**config.mk**
```make
export PLATFORM = sky130hd
export DESIGN_NAME = rle_gray_logo_to_rgb565_spans_unit
export DESIGN_NICKNAME = d
export VERILOG_FILES = /design/src/rlegr_pkg.sv /design/src/rlegr_color.sv /design/src/rlegr_span_step.sv /design/src/rle_gray_logo_to_rgb565_spans_unit.sv
export SDC_FILE = /design/constraint.sdc
export NUM_CORES = 1
export LEC_CHECK = 0
export BUFFER_PORTS_ARGS = -buffer_cell sky130_fd_sc_hd__buf_2
export CORE_MARGIN = 2
export CORE_UTILIZATION = 55
export CTS_CLUSTER_DIAMETER = 30
export DETAILED_ROUTE_END_ITERATION = 12
export PLACE_DENSITY_LB_ADDON = 0.2
export SLEW_MARGIN = 20
export SYNTH_ARGS = -nofsm -noshare
export SYNTH_HDL_FRONTEND = slang
export SYNTH_SLANG_ARGS = --single-unit
export TNS_END_PERCENT = 5
```
**constraint.sdc**
```tcl
create_clock -name clock -period 7.3 [get_ports clock]
set_input_delay 1.46 -clock clock [delete_from_list [all_inputs] [get_ports clock]]
set_output_delay 1.46 -clock clock [all_outputs]
set_load 0.01 [all_outputs]
```
**src/rlegr_pkg.sv**
```systemverilog
// ----------------------------------------------------------------------------
// rlegr_pkg: shared types and constants for the logo span decoder
// Transaction structs of both channels, register map and color mode codes.
// ----------------------------------------------------------------------------
package rlegr_pkg;

   // input transaction: one run of the logo image
   typedef struct packed {
      logic [7:0] gray_level;
      logic [7:0] run_length;
   } req_type;

   // result transaction: one fill span
   typedef struct packed {
      logic [23:0] pixel_address;
      logic [7:0]  span_length;
      logic [15:0] pixel_color;
      logic        last_span;
      logic        image_done;
   } rsp_type;

   // register indexes (paddr[4:2])
   localparam logic [2:0] CSR_COLOR_MODE  = 3'd0;
   localparam logic [2:0] CSR_LOGO_WIDTH  = 3'd1;
   localparam logic [2:0] CSR_LOGO_HEIGHT = 3'd2;
   localparam logic [2:0] CSR_ROW_PITCH   = 3'd3;
   localparam logic [2:0] CSR_BASE_OFFSET = 3'd4;

   // color modes
   localparam logic [1:0] MODE_PLAIN  = 2'd0;
   localparam logic [1:0] MODE_PURPLE = 2'd1;
   localparam logic [1:0] MODE_DARK   = 2'd2;

   // register reset values
   localparam logic [1:0]  RST_COLOR_MODE  = MODE_PLAIN;
   localparam logic [11:0] RST_LOGO_WIDTH  = 12'd8;
   localparam logic [11:0] RST_LOGO_HEIGHT = 12'd1;
   localparam logic [13:0] RST_ROW_PITCH   = 14'd8;
   localparam logic [23:0] RST_BASE_OFFSET = 24'd0;

   // narrowest logo row the decoder uses
   localparam int MIN_WIDTH = 8;

   // sequencer states
   typedef enum logic [1:0] {
      ST_IDLE = 2'b01,
      ST_SPAN = 2'b10
   } state_type;

endpackage

```
**src/rlegr_color.sv**
```systemverilog
// ----------------------------------------------------------------------------
// rlegr_color: gray level to rgb565 color map
// Plain gray, purple tint (inverted gray with clamped per-channel affine map)
// and dark inverted gray. Purely combinational; the caller registers it.
// ----------------------------------------------------------------------------
module rlegr_color (
   input  logic [1:0]  color_mode,
   input  logic [7:0]  gray_level,
   output logic [15:0] pixel_color
);
   import rlegr_pkg::*;

   localparam logic [7:0]         INV_BASE  = 8'd240;
   localparam logic [7:0]         DARK_BASE = 8'd120;
   localparam logic [17:0]        MUL_R     = 18'd848;
   localparam logic [17:0]        MUL_G     = 18'd768;
   localparam logic [17:0]        MUL_B     = 18'd341;
   localparam logic signed [11:0] OFS_R     = -12'sd330;
   localparam logic signed [11:0] OFS_G     = -12'sd343;
   localparam logic signed [11:0] OFS_B     = -12'sd91;

   function automatic logic [7:0] clamp8(input logic signed [11:0] x);
      logic [7:0] res;
      if (x < 12'sd0) begin
         res = 8'd0;
      end else if (x > 12'sd255) begin
         res = 8'd255;
      end else begin
         res = x[7:0];
      end
      return res;
   endfunction

   function automatic logic [15:0] pack565(input logic [7:0] r, input logic [7:0] g,
                                           input logic [7:0] b);
      return {r[7:3], g[7:2], b[7:3]};
   endfunction

   logic [7:0]  inv;
   logic [17:0] prod_r;
   logic [17:0] prod_g;
   logic [17:0] prod_b;
   logic [7:0]  pur_r;
   logic [7:0]  pur_g;
   logic [7:0]  pur_b;
   logic [7:0]  dark_x;
   logic [9:0]  dark_5x;
   logic [7:0]  dark_g;

   always_comb begin
      inv    = INV_BASE - gray_level;
      prod_r = 18'(inv) * MUL_R;
      prod_g = 18'(inv) * MUL_G;
      prod_b = 18'(inv) * MUL_B;
      pur_r  = clamp8($signed({2'b00, prod_r[17:8]}) + OFS_R);
      pur_g  = clamp8($signed({2'b00, prod_g[17:8]}) + OFS_G);
      pur_b  = clamp8($signed({2'b00, prod_b[17:8]}) + OFS_B);

      // brighter than the pivot goes to black
      dark_x  = (gray_level <= DARK_BASE) ? (DARK_BASE - gray_level) : 8'd0;
      dark_5x = {dark_x, 2'b00} + 10'(dark_x);
      dark_g  = dark_5x[9:2];

      unique case (color_mode)
         MODE_PURPLE: begin
            pixel_color = pack565(pur_r, pur_g, pur_b);
         end
         MODE_DARK: begin
            pixel_color = pack565(dark_g, dark_g, dark_g);
         end
         default: begin
            pixel_color = pack565(gray_level, gray_level, gray_level);
         end
      endcase
   end

endmodule

```
**src/rlegr_span_step.sv**
```systemverilog
// ----------------------------------------------------------------------------
// rlegr_span_step: one span of a run
// Shared step unit: clips the remaining run at the row end, forms the span
// address and advances column and line base. Used once per span cycle.
// ----------------------------------------------------------------------------
module rlegr_span_step #(
   parameter int ADDR_BITS = 24,
   parameter int DIM_BITS  = 12
) (
   input  logic [ADDR_BITS-1:0] line_base,
   input  logic [DIM_BITS-1:0]  column,
   input  logic [DIM_BITS-1:0]  width,
   input  logic [13:0]          row_pitch,
   input  logic [7:0]           left,
   output logic [ADDR_BITS-1:0] address,
   output logic [7:0]           span_length,
   output logic [7:0]           left_next,
   output logic [DIM_BITS-1:0]  column_next,
   output logic [ADDR_BITS-1:0] line_base_next
);
   import rlegr_pkg::*;

   logic [DIM_BITS-1:0] room;
   logic                fits;
   logic [DIM_BITS:0]   column_sum;
   logic                wrap;

   always_comb begin
      room        = width - column;
      fits        = DIM_BITS'(left) < room;
      // when the run does not fit, room is at most left and so fits in 8 bits
      span_length = fits ? left : room[7:0];
      left_next   = left - span_length;
      address     = line_base + ADDR_BITS'(column);
      column_sum  = (DIM_BITS + 1)'(column) + (DIM_BITS + 1)'(span_length);
      wrap        = column_sum >= (DIM_BITS + 1)'(width);
      column_next = wrap ? '0 : column_sum[DIM_BITS-1:0];
      line_base_next = wrap ? (line_base + ADDR_BITS'(row_pitch)) : line_base;
   end

endmodule

```
**src/rle_gray_logo_to_rgb565_spans_unit.sv**
```systemverilog
// ----------------------------------------------------------------------------
// rle_gray_logo_to_rgb565_spans_unit: run-length logo decoder to fill spans
// Maps each run's gray level to rgb565 and splits the run at row ends into
// framebuffer spans, within a width times height pixel budget.
// ----------------------------------------------------------------------------
// usage:
//  - req channel: one transaction per run (gray level, run length). A run of
//    zero, or any run after the budget is used up, gives no result.
//  - rsp channel: one transaction per span; last_span marks a run's final span
//    and image_done is set on every span of the run that used up the budget.
//  - csr port: apb-style, register i at byte address 4*i, pready always high.
//    Any write to a known register restarts decoding from the new values.
//  - timing: a run is taken in the idle state, then the span step unit produces one
//    span per cycle into the output register while that register is free.
//    req_stall is high while spans of the current run are pending.
//  - a stalled rsp transaction holds the output register and the sequencer;
//    the next run is accepted while the last span still waits.
//  - reset and every register write take one restart cycle (loading the
//    budget product) during which req_stall is high.
// ----------------------------------------------------------------------------
module rle_gray_logo_to_rgb565_spans_unit #(
   parameter int ADDR_BITS = 24,
   parameter int DIM_BITS  = 12
) (
   input  logic              clock,
   input  logic              reset,
   input  logic              req_valid,
   output logic              req_stall,
   input  rlegr_pkg::req_type req_data,
   output logic              rsp_valid,
   input  logic              rsp_stall,
   output rlegr_pkg::rsp_type rsp_data,
   input  logic              csr_psel,
   input  logic              csr_penable,
   input  logic              csr_pwrite,
   input  logic [4:0]        csr_paddr,
   input  logic [31:0]       csr_pwdata,
   output logic [31:0]       csr_prdata,
   output logic              csr_pready
);
   import rlegr_pkg::*;

   localparam int PIX_BITS = 2 * DIM_BITS;

   // configuration registers
   logic [1:0]  color_mode_ff,  color_mode_in;
   logic [11:0] logo_width_ff,  logo_width_in;
   logic [11:0] logo_height_ff, logo_height_in;
   logic [13:0] row_pitch_ff,   row_pitch_in;
   logic [23:0] base_offset_ff, base_offset_in;

   // decoder state
   state_type            state_ff, state_in;
   logic                 restart_ff, restart_in;
   logic [ADDR_BITS-1:0] line_base_ff, line_base_in;
   logic [DIM_BITS-1:0]  column_ff, column_in;
   logic [PIX_BITS-1:0]  pixels_left_ff, pixels_left_in;
   logic                 finished_ff, finished_in;
   logic [7:0]           left_ff, left_in;
   logic                 done_ff, done_in;
   logic [15:0]          color_ff, color_in;
   logic                 rsp_valid_ff, rsp_valid_in;
   rsp_type              rsp_data_ff, rsp_data_in;

   logic                 csr_write;
   logic [2:0]           csr_index;
   logic                 req_accept;
   logic                 out_free;
   logic [DIM_BITS-1:0]  width_raw;
   logic [DIM_BITS-1:0]  width_eff;
   logic [PIX_BITS-1:0]  run_ext;
   logic [15:0]          map_color;
   logic [ADDR_BITS-1:0] step_address;
   logic [7:0]           step_length;
   logic [7:0]           step_left;
   logic [DIM_BITS-1:0]  step_column;
   logic [ADDR_BITS-1:0] step_line_base;

   rlegr_color u_color (
      .color_mode  (color_mode_ff),
      .gray_level  (req_data.gray_level),
      .pixel_color (map_color)
   );

   rlegr_span_step #(
      .ADDR_BITS (ADDR_BITS),
      .DIM_BITS  (DIM_BITS)
   ) u_step (
      .line_base      (line_base_ff),
      .column         (column_ff),
      .width          (width_eff),
      .row_pitch      (row_pitch_ff),
      .left           (left_ff),
      .address        (step_address),
      .span_length    (step_length),
      .left_next      (step_left),
      .column_next    (step_column),
      .line_base_next (step_line_base)
   );

   assign csr_pready = 1'b1;
   assign csr_write  = csr_psel && csr_penable && csr_pwrite;
   assign csr_index  = csr_paddr[4:2];
   assign width_raw  = DIM_BITS'(logo_width_ff);
   assign width_eff  = (width_raw < DIM_BITS'(MIN_WIDTH)) ? DIM_BITS'(MIN_WIDTH) : width_raw;
   assign run_ext    = PIX_BITS'(req_data.run_length);
   assign req_stall  = (state_ff != ST_IDLE) || restart_ff;
   assign req_accept = req_valid && !req_stall;
   assign out_free   = !rsp_valid_ff || !rsp_stall;
   assign rsp_valid  = rsp_valid_ff;
   assign rsp_data   = rsp_data_ff;

   always_comb begin
      unique case (csr_index)
         CSR_COLOR_MODE:  csr_prdata = 32'(color_mode_ff);
         CSR_LOGO_WIDTH:  csr_prdata = 32'(logo_width_ff);
         CSR_LOGO_HEIGHT: csr_prdata = 32'(logo_height_ff);
         CSR_ROW_PITCH:   csr_prdata = 32'(row_pitch_ff);
         CSR_BASE_OFFSET: csr_prdata = 32'(base_offset_ff);
         default:         csr_prdata = 32'd0;
      endcase
   end

   always_comb begin
      color_mode_in  = color_mode_ff;
      logo_width_in  = logo_width_ff;
      logo_height_in = logo_height_ff;
      row_pitch_in   = row_pitch_ff;
      base_offset_in = base_offset_ff;
      state_in       = state_ff;
      restart_in     = 1'b0;
      line_base_in   = line_base_ff;
      column_in      = column_ff;
      pixels_left_in = pixels_left_ff;
      finished_in    = finished_ff;
      left_in        = left_ff;
      done_in        = done_ff;
      color_in       = color_ff;
      rsp_valid_in   = rsp_valid_ff;
      rsp_data_in    = rsp_data_ff;

      if (rsp_valid_ff && !rsp_stall) begin
         rsp_valid_in = 1'b0;
      end

      // restart cycle loads the state from the registers
      if (restart_ff) begin
         line_base_in   = ADDR_BITS'(base_offset_ff);
         column_in      = '0;
         pixels_left_in = PIX_BITS'(DIM_BITS'(logo_width_ff)) *
                          PIX_BITS'(DIM_BITS'(logo_height_ff));
         finished_in    = 1'b0;
      end

      unique case (state_ff)
         ST_IDLE: begin
            if (req_accept && !finished_ff && (req_data.run_length != 8'd0)) begin
               if (run_ext >= pixels_left_ff) begin
                  pixels_left_in = '0;
                  finished_in    = 1'b1;
                  done_in        = 1'b1;
               end else begin
                  pixels_left_in = pixels_left_ff - run_ext;
                  done_in        = 1'b0;
               end
               left_in  = req_data.run_length;
               color_in = map_color;
               state_in = ST_SPAN;
            end
         end
         ST_SPAN: begin
            if (out_free) begin
               rsp_valid_in              = 1'b1;
               rsp_data_in.pixel_address = 24'(step_address);
               rsp_data_in.span_length   = step_length;
               rsp_data_in.pixel_color   = color_ff;
               rsp_data_in.last_span     = (step_left == 8'd0);
               rsp_data_in.image_done    = done_ff;
               left_in                   = step_left;
               column_in                 = step_column;
               line_base_in              = step_line_base;
               if (step_left == 8'd0) begin
                  state_in = ST_IDLE;
               end
            end
         end
         default: begin
            state_in = ST_IDLE;
         end
      endcase

      if (csr_write) begin
         unique case (csr_index)
            CSR_COLOR_MODE: begin
               color_mode_in = csr_pwdata[1:0];
               restart_in    = 1'b1;
            end
            CSR_LOGO_WIDTH: begin
               logo_width_in = csr_pwdata[11:0];
               restart_in    = 1'b1;
            end
            CSR_LOGO_HEIGHT: begin
               logo_height_in = csr_pwdata[11:0];
               restart_in     = 1'b1;
            end
            CSR_ROW_PITCH: begin
               row_pitch_in = csr_pwdata[13:0];
               restart_in   = 1'b1;
            end
            CSR_BASE_OFFSET: begin
               base_offset_in = csr_pwdata[23:0];
               restart_in     = 1'b1;
            end
            default: begin
               restart_in = 1'b0;
            end
         endcase
      end
   end

   always_ff @(posedge clock) begin
      if (reset) begin
         color_mode_ff  <= RST_COLOR_MODE;
         logo_width_ff  <= RST_LOGO_WIDTH;
         logo_height_ff <= RST_LOGO_HEIGHT;
         row_pitch_ff   <= RST_ROW_PITCH;
         base_offset_ff <= RST_BASE_OFFSET;
         state_ff       <= ST_IDLE;
         restart_ff     <= 1'b1;
         line_base_ff   <= '0;
         column_ff      <= '0;
         pixels_left_ff <= '0;
         finished_ff    <= 1'b0;
         left_ff        <= '0;
         done_ff        <= 1'b0;
         rsp_valid_ff   <= 1'b0;
      end else begin
         color_mode_ff  <= color_mode_in;
         logo_width_ff  <= logo_width_in;
         logo_height_ff <= logo_height_in;
         row_pitch_ff   <= row_pitch_in;
         base_offset_ff <= base_offset_in;
         state_ff       <= state_in;
         restart_ff     <= restart_in;
         line_base_ff   <= line_base_in;
         column_ff      <= column_in;
         pixels_left_ff <= pixels_left_in;
         finished_ff    <= finished_in;
         left_ff        <= left_in;
         done_ff        <= done_in;
         rsp_valid_ff   <= rsp_valid_in;
      end
   end

   always_ff @(posedge clock) begin
      color_ff    <= color_in;
      rsp_data_ff <= rsp_data_in;
   end

`ifndef ASSERT_OFF
   a_span_nonzero: assert property (@(posedge clock) disable iff (reset)
      rsp_valid_ff |-> (rsp_data_ff.span_length != 8'd0))
      else $error("span of zero length in output register");

   a_column_in_row: assert property (@(posedge clock) disable iff (reset)
      !restart_ff |-> (column_ff < width_eff))
      else $error("column beyond logo row");

   a_finished_empty: assert property (@(posedge clock) disable iff (reset)
      (finished_ff && !restart_ff) |-> (pixels_left_ff == '0))
      else $error("finished with pixels left");

   a_idle_no_run: assert property (@(posedge clock) disable iff (reset)
      (state_ff == ST_IDLE) |-> (left_ff == 8'd0))
      else $error("idle with run pixels pending");

   a_last_to_idle: assert property (@(posedge clock) disable iff (reset)
      (state_ff == ST_SPAN && out_free && step_left == 8'd0) |=> (state_ff == ST_IDLE))
      else $error("sequencer did not return to idle after last span");
`endif

endmodule
```
==> results.sh, run 1 <==
export IMPL_pwr_share_clk_pct=41.7
export IMPL_antenna_found_initial=6
export IMPL_synth_edf_count=66
export IMPL_clock_root_buffer="clkbuf_16"
export IMPL_async_flop_share_pct=0
export IMPL_placed_area_mm2=0.0211
export IMPL_hpwl_um=41900
export IMPL_drc=0
export IMPL_p_per_area_mw_per_mm2=230
export IMPL_fmax_mhz=133
export IMPL_core_area_mm2=0.0347
export IMPL_power_share_switching_pct=33.9
export IMPL_grt_max_degree=100
export IMPL_pwr_share_seq_pct=23.3
export IMPL_ys_warn_count=0
export IMPL_required_ps=7750
export IMPL_insertion_delay_ps=570
export IMPL_cp_arrival_ps=7940
export IMPL_worstRegToRegCells=35
export IMPL_cts_made_buffers=46
export IMPL_overflow=0
export IMPL_area_delta_synth_final_pct=19.1
export IMPL_cap_violations=0
export IMPL_fin_area_mm2=0.0232
export IMPL_port_buffers=125
export IMPL_finalWirelength_um=56300
export IMPL_drtPass1Iterations=5
export IMPL_violations="negative setup slack"
export IMPL_h_tree_depth=2
export IMPL_slowest_delay_ps=550
export IMPL_worstSetupStartpointType="register"
export IMPL_synth_seq_area_share_pct=24.3
export IMPL_power_leakage_nw=10.9
export IMPL_ys_top_cells_by_area="dfxtp_1, ha_1, fa_1, edfxtp_1, nand2_1"
export IMPL_min_path_type="register to register"
export IMPL_reg2reg_slack_ps=-200
export IMPL_fin_hold_ws_ps=412
export IMPL_track_usage_pct=30.8
export IMPL_yosysTopAreaCellShare_pct=14.2
export IMPL_worst_slack_ps=-196
export IMPL_ys_types=76
export IMPL_clk_pin_slew_ps=50
export IMPL_rsz0062_at_grt="true"
export IMPL_outcome="complete, but fails checks"
export IMPL_die_y_um=192
export IMPL_vias=17668
export IMPL_design_power_total_mw=5.34
export IMPL_ctsHoldBuffers=0
export IMPL_ys_ff_latch=204
export IMPL_layout_min_cycle_time_ps=7500
export IMPL_drive_gt1_share_pct=16.2
export IMPL_initial_core_util_pct=56.2
export IMPL_pin_count=145
export IMPL_die_w_um=192
export IMPL_via_per_inst=5.91
export IMPL_tightestPinTransition_ps=1150
export IMPL_synth_area_mm2=0.0195
export IMPL_ys_dominant_reg_cell="dfxtp_1"
export IMPL_grt_pass1_wl_um=89800
export IMPL_path_max_fanout=7
export IMPL_cts_sinks=204
export IMPL_path_class="register to register"
export IMPL_p_sw_mw=1.81
export IMPL_whs_path_depth=0
export IMPL_min_period_over_period_pct=103
export IMPL_setup_viol=10
export IMPL_dp_cells=2870
export IMPL_syn_inst=2292
export IMPL_cp_common_cell="o21ai_2"
export IMPL_cts_buffer_depth=3
export IMPL_layout_cells_non_filler=2992
export IMPL_die_area_mm2=0.0370
export IMPL_slowest_stage="or4_4"
export IMPL_drv_slew=0
export IMPL_place_gp_congestion=0.926
export IMPL_wl_per_cell_um=18.8
export IMPL_rows=68
export IMPL_peakVddDrop_mv=0.333
export IMPL_power_internal_mw=3.53
export IMPL_fin_skew_ps=36.3
export IMPL_combPwrFrac_pct=35.0
export IMPL_synth_top_area_cell="dfxtp_1"
export IMPL_syn_avg_cell_area_um2=8.52
export IMPL_layout_nets=2893
export IMPL_ant_nets=0
export IMPL_max_slew_margin_rel_pct=23.7
export IMPL_cts_tree="yes"
export IMPL_grt_pass1_vias=17464
export IMPL_end_kind="register"
export IMPL_drtIter0Drc=1676
export IMPL_final_hold_viol_count=0
==> worst paths after layout <==
check,start,to
setup / recovery,logo_width_ff[11]$_SDFFE_PP0P_,line_base_ff[20]$_SDFFE_PP0P_
hold / removal,color_ff[13]$_DFFE_PP_,rsp_data[15]$_DFFE_PP_
setup reg to reg,logo_width_ff[11]$_SDFFE_PP0P_,line_base_ff[20]$_SDFFE_PP0P_
hold reg to reg,color_ff[13]$_DFFE_PP_,rsp_data[15]$_DFFE_PP_
==> repair_timing <==
item / 4_1_cts / 5_1_grt
buffers inserted: 24 / 6
pin swaps: 28 / 33
endpoints found under the setup margin: 36 / 36
gates resized for setup: 39 / 25
==> per-layer routing <==
metal	wire length (µm)	global-route usage, %	vias up	share of wire, %
met5	29	0	-	0.052
met2	26400	50.3	677	47
met3	4630	5.71	144	8.2
li1	-	-	8260	-
met4	1970	11.6	4	3.5
met1	23300	40.5	8583	41
==> cells in the final DEF, fill, tap and decap left out, types with 7 or more instances in the layout <==
| master | instances |
|---|---|
| nand3_1 | 36 |
| nor3_1 | 42 |
| a21boi_0 | 8 |
| a31oi_1 | 19 |
| and3_1 | 19 |
| clkbuf_16 | 46 |
| o21bai_1 | 10 |
| buf_2 | 124 |
| xnor2_1 | 72 |
| fa_1 | 127 |
| edfxtp_1 | 66 |
| xor2_1 | 55 |
| a21o_1 | 37 |
| nor2_1 | 175 |
| or3_1 | 17 |
| nor2b_1 | 25 |
| o21a_1 | 12 |
| mux2i_1 | 54 |
| nor4_1 | 11 |
| ha_1 | 205 |
| a21oi_1 | 154 |
| o21ai_0 | 60 |
| or2_2 | 7 |
| nand2b_1 | 21 |
| a22oi_1 | 24 |
| nand4_1 | 10 |
| conb_1 | 9 |
| o211ai_1 | 8 |
| bufinv_16 | 9 |
| and2_1 | 55 |
| dfxtp_1 | 137 |
| a311oi_1 | 12 |
| a211oi_1 | 22 |
| inv_1 | 241 |
| o22ai_1 | 18 |
| buf_4 | 128 |
| nand2_1 | 280 |
==> power groups by stage <==
stage	clock network (mW)	logic, mW	registers [mW]
final	2.22	1.87	1.24
after floorplan	0	1.33	1.25
after global placement	0	1.73	1.26
after CTS	2.24	1.83	1.24
after global routing	2.30	2.07	1.25
after detailed placement	0	1.79	1.26
==> sequential cells by signal (all words and copies together), names as in the netlist <==
name            flops
color_ff           16
base_offset_ff     24
restart_ff          1
color_mode_ff       2
logo_width_ff      12
logo_height_ff     12
finished_ff         1
rsp_valid           1
column_ff          12
row_pitch_ff       14
state_ff            2
line_base_ff       24
rsp_data           50
done_ff             1
left_ff             8
pixels_left_ff     24
==> kinds of logic (layout without fill, tap and decap cells) <==
| kind of cell | count (synthesis) | in the layout | share of synthesized area, % |
|---|---|---|---|
| AND/OR/NAND/NOR | 728 | 728 | 17.1 |
| AO/OA/AOI/OAI | 473 | 473 | 15.8 |
| buffers and inverters | 355 | 587 | 7.03 |
| adder cells (fa/ha/maj) | 339 | 339 | 26.7 |
| flip-flops | 204 | 204 | 24.3 |
| XOR/XNOR | 130 | 130 | 5.83 |
| multiplexers | 61 | 61 | 3.17 |
| other | 2 | 15 | 0.0385 |
==> Yosys cell counts (26+ instances only) <==
master,instances
xor2_1,56
nor2b_1,26
nor3_1,42
inv_1,246
clkbuf_1,93
and2_1,55
a21o_1,37
nor2_1,179
ha_1,211
dfxtp_1,138
a21oi_1,158
nand3_1,37
nand2_1,282
o21ai_0,70
fa_1,128
xnor2_1,74
edfxtp_1,66
mux2i_1,54
==> layout make-up <==
| cell class | count | area (µm²) |
|---|---|---|
| Antenna cell | 6 | 15.0 |
| Clock buffer | 55 | 1220 |
| Clock inverter | 30 | 447 |
| Fill cell | 2882 | 11500 |
| Inverter | 246 | 925 |
| Multi-Input combinational cell | 1740 | 13700 |
| Sequential cell | 204 | 4750 |
| Tap cell | 455 | 569 |
| Timing Repair Buffer | 256 | 1630 |
==> metrics by stage <==
step	setup WS [ps]	utilization (%)	TNS (ps)
5_1_grt	-463	66.9	-9630
6_report	-196	67.0	-694
4_1_cts	-273	66.4	-3910
3_5_place_dp	-667	60.7	-17340
3_3_place_gp	-536	60.7	-12920
2_1_floorplan	0.956	-	0
==> worst max-delay path, delay by kind of cell, from the launching register on <==
family	cells	cell delay [ps]
multiplexers	1	310
AND/OR/NAND/NOR	8	1880
buffers and inverters	5	480
flip-flops	1	320
adder cells (fa/ha/maj)	4	900
XOR/XNOR	2	340
AO/OA/AOI/OAI	15	3120
(Power assumes the default switching activity.)
==> run 2: changes to the inputs <==
--- a/config.mk
+++ b/config.mk
@@ -14,5 +14,6 @@
 export SLEW_MARGIN = 20
 export SYNTH_ARGS = -nofsm -noshare
 export SYNTH_HDL_FRONTEND = slang
+export SYNTH_HIERARCHICAL = 1
 export SYNTH_SLANG_ARGS = --single-unit
 export TNS_END_PERCENT = 5
==> run 2 against run 1 <==
  * The flow still finishes with violations (negative setup slack)
  * Sequential power hardly changed
  * Worst setup slack better by 91 ps
  * Cell count is 1.9% higher
  * Global-route usage is 3.8 points lower
  * Count of clock-buffer cells in the layout is 7 higher
  * Clock skew is 23 ps lower
  * First-iteration DRC count is 24% lower
  * Critical path depth is 2 higher
  * Synthesized area is 4.5% higher
  * Design area is 2.1% higher
  * Via count is 0.72% lower
  * Critical path type unchanged
  * Largest cell class unchanged
==> results.sh, run 2 <==
export IMPL_required_ps=7750
export IMPL_final_hold_viol_count=0
export IMPL_finalWirelength_um=52700
export IMPL_vias=17540
export IMPL_drtIter0Drc=1272
export IMPL_reg2reg_slack_ps=-100
export IMPL_initial_core_util_pct=55.8
export IMPL_syn_avg_cell_area_um2=8.54
export IMPL_worst_slack_ps=-105
export IMPL_drive_gt1_share_pct=15.7
export IMPL_ys_warn_count=6
export IMPL_tightestPinTransition_ps=1050
export IMPL_max_slew_margin_rel_pct=29.8
export IMPL_core_area_mm2=0.0365
export IMPL_via_per_inst=5.75
export IMPL_ctsHoldBuffers=0
export IMPL_worstRegToRegCells=37
export IMPL_slowest_stage="dfxtp_2"
export IMPL_ys_top_cells_by_area="dfxtp_1, ha_1, fa_1, edfxtp_1, nand2_1"
export IMPL_largest_reg_flops=50
export IMPL_path_max_fanout=7
export IMPL_area_delta_synth_final_pct=16.4
export IMPL_dp_cells=2948
export IMPL_outcome="complete, but fails checks"
export IMPL_fmax_mhz=135
export IMPL_power_leakage_nw=11.0
export IMPL_min_to="rsp_data[15]$_DFFE_PP_"
export IMPL_layout_min_cycle_time_ps=7400
export IMPL_r2r_end="line_base_ff[21]$_SDFF_PP0_"
export IMPL_layout_cells_non_filler=3048
export IMPL_ant_nets=0
export IMPL_ys_dominant_reg_cell="dfxtp_1"
export IMPL_crit_cells=37
export IMPL_r2r_start="logo_width_ff[7]$_SDFFE_PP0P_"
export IMPL_synth_edf_count=66
export IMPL_whs_path_depth=0
export IMPL_setup_viol=11
export IMPL_synth_top_area_cell="dfxtp_1"
export IMPL_clk_pin_slew_ps=50
export IMPL_track_usage_pct=27.0
export IMPL_die_area_mm2=0.0386
export IMPL_pre_cts_slack_ps=-645
export IMPL_hpwl_um=39200
export IMPL_cp_arrival_ps=7850
export IMPL_drv_slew=0
export IMPL_wl_per_cell_um=17.3
export IMPL_pin_count=145
export IMPL_fin_skew_ps=12.9
export IMPL_place_gp_congestion=0.905
export IMPL_p_per_area_mw_per_mm2=221
export IMPL_path_delay_family="compound AO/OA/AOI/OAI gates"
export IMPL_synth_seq_area_share_pct=23.3
export IMPL_grt_pass1_wl_um=85400
export IMPL_cts_tree="yes"
export IMPL_antenna_found_initial=1
export IMPL_crit_buf_inv=6
export IMPL_path_class="register to register"
export IMPL_insertion_delay_ps=540
export IMPL_die_w_um=197
export IMPL_clock_root_buffer="clkbuf_16"
export IMPL_grt_max_degree=95
export IMPL_drtPass1Iterations=5
export IMPL_slowest_delay_ps=330
export IMPL_cts_made_buffers=45
export IMPL_grt_pass1_vias=17288
export IMPL_cap_violations=0
export IMPL_end_kind="register"
export IMPL_synth_common_cells="nand2_1, inv_1, ha_1"
export IMPL_yosysMostFrequentCell="nand2_1"
export IMPL_ys_ff_latch=204
export IMPL_cts_sinks=204
export IMPL_min_period_over_period_pct=101
export IMPL_syn_inst=2387
export IMPL_overflow=0
export IMPL_rsz0062_at_grt="true"
export IMPL_final_common_cell="nand2_1"
export IMPL_design_power_total_mw=5.24
export IMPL_worstSetupStartpointType="register"
export IMPL_hp_start="color_ff[13]$_DFFE_PP_"
export IMPL_yosysTopAreaCellShare_pct=13.5
export IMPL_synth_area_mm2=0.0204
export IMPL_rows=70
export IMPL_drc=0
export IMPL_h_tree_depth=2
export IMPL_peakVddDrop_mv=0.225
export IMPL_cts_buffer_depth=3
export IMPL_async_flop_share_pct=0
export IMPL_layout_nets=2943
export IMPL_violations="negative setup slack"
export IMPL_die_y_um=197
export IMPL_min_path_type="register to register"
export IMPL_layout_common_cells="nand2_1, inv_1, ha_1"
export IMPL_ys_types=103
export IMPL_port_buffers=125
run 2: layout make-up:
type,instances,area (µm²)
clock inverters,21,259
inverters,253,957
fillers,2943,12800
multi-input cells,1820,14500
well taps,468,586
clock buffers,62,1290
diodes,1,2.50
repair buffers,219,1360
flip-flops and latches,204,4750
run 2: timing repair:
item | 4_1_cts | 5_1_grt
pin swaps | 18 | 40
buffers inserted | 7 | 8
resized for setup | 34 | 38
endpoints found under the setup margin | 35 | 35
hold endpoints to repair | 0 | 0
run 2: logic make-up after synthesis:
group                      share of synthesized area, %
AOI/OAI and AO/OA                                  16.4
xor gates and xnor gates                           6.17
adders and majority gates                          25.4
buffers and inverters                              7.20
DFF                                                23.3
muxes                                              4.03
other                                            0.0368
and+or+nand+nor                                    17.4
run 2: stage by stage:
step | hold slack (ps) | area, µm² | setup TNS [ps] | utilization, %
final | 419 | 23700 | -577 | 65.0
after global routing | 423 | 23700 | -9740 | 65.0
after CTS | 418 | 23500 | 0 | 64.3
after detailed placement | 405 | 21700 | -15740 | 59.5
after global placement | 402 | 21700 | -8760 | 59.5
after floorplan | 400 | 20400 | 0 | -
run 2: power by group:
group          switching, mW  internal (mW)  total (mW)
registers             0.0286           1.20        1.23
clock network          0.653           1.38        2.03
logic                   1.15          0.831        1.98
run 2: routing by layer:
layer | up-vias | share of wire, % | track usage (%)
met5 | - | 0 | 0
met4 | 0 | 3.8 | 11.3
met1 | 8430 | 43 | 34.9
met2 | 523 | 48 | 46.1
li1 | 8466 | - | -
met3 | 121 | 4.7 | 2.98
run 2: worst max path at each step:
| stage | startpoint | to | slack, ps |
|---|---|---|---|
| 2_1_floorplan | logo_width_ff[7]$_SDFFE_PP0P_ | line_base_ff[23]$_SDFF_PP0_ | 190 |
| 3_3_place_gp | logo_width_ff[7]$_SDFFE_PP0P_ | line_base_ff[20]$_SDFF_PP0_ | -440 |
| 3_5_place_dp | logo_width_ff[7]$_SDFFE_PP0P_ | line_base_ff[22]$_SDFF_PP0_ | -650 |
| 4_1_cts | logo_width_ff[10]$_SDFFE_PP0P_ | line_base_ff[23]$_SDFF_PP0_ | 10 |
| 5_1_grt | logo_width_ff[7]$_SDFFE_PP0P_ | line_base_ff[21]$_SDFF_PP0_ | -410 |
| 6_report | logo_width_ff[7]$_SDFFE_PP0P_ | line_base_ff[21]$_SDFF_PP0_ | -100 |
run 2: worst reg2reg max path: cells and delay by family (launching register included):
kind,cells,cell delay (ps)
muxes,1,330
adders and majority gates,4,1130
and+or+nand+nor,11,1690
buffers and inverters,6,940
xor gates and xnor gates,2,270
DFF,1,330
AOI/OAI and AO/OA,13,2630
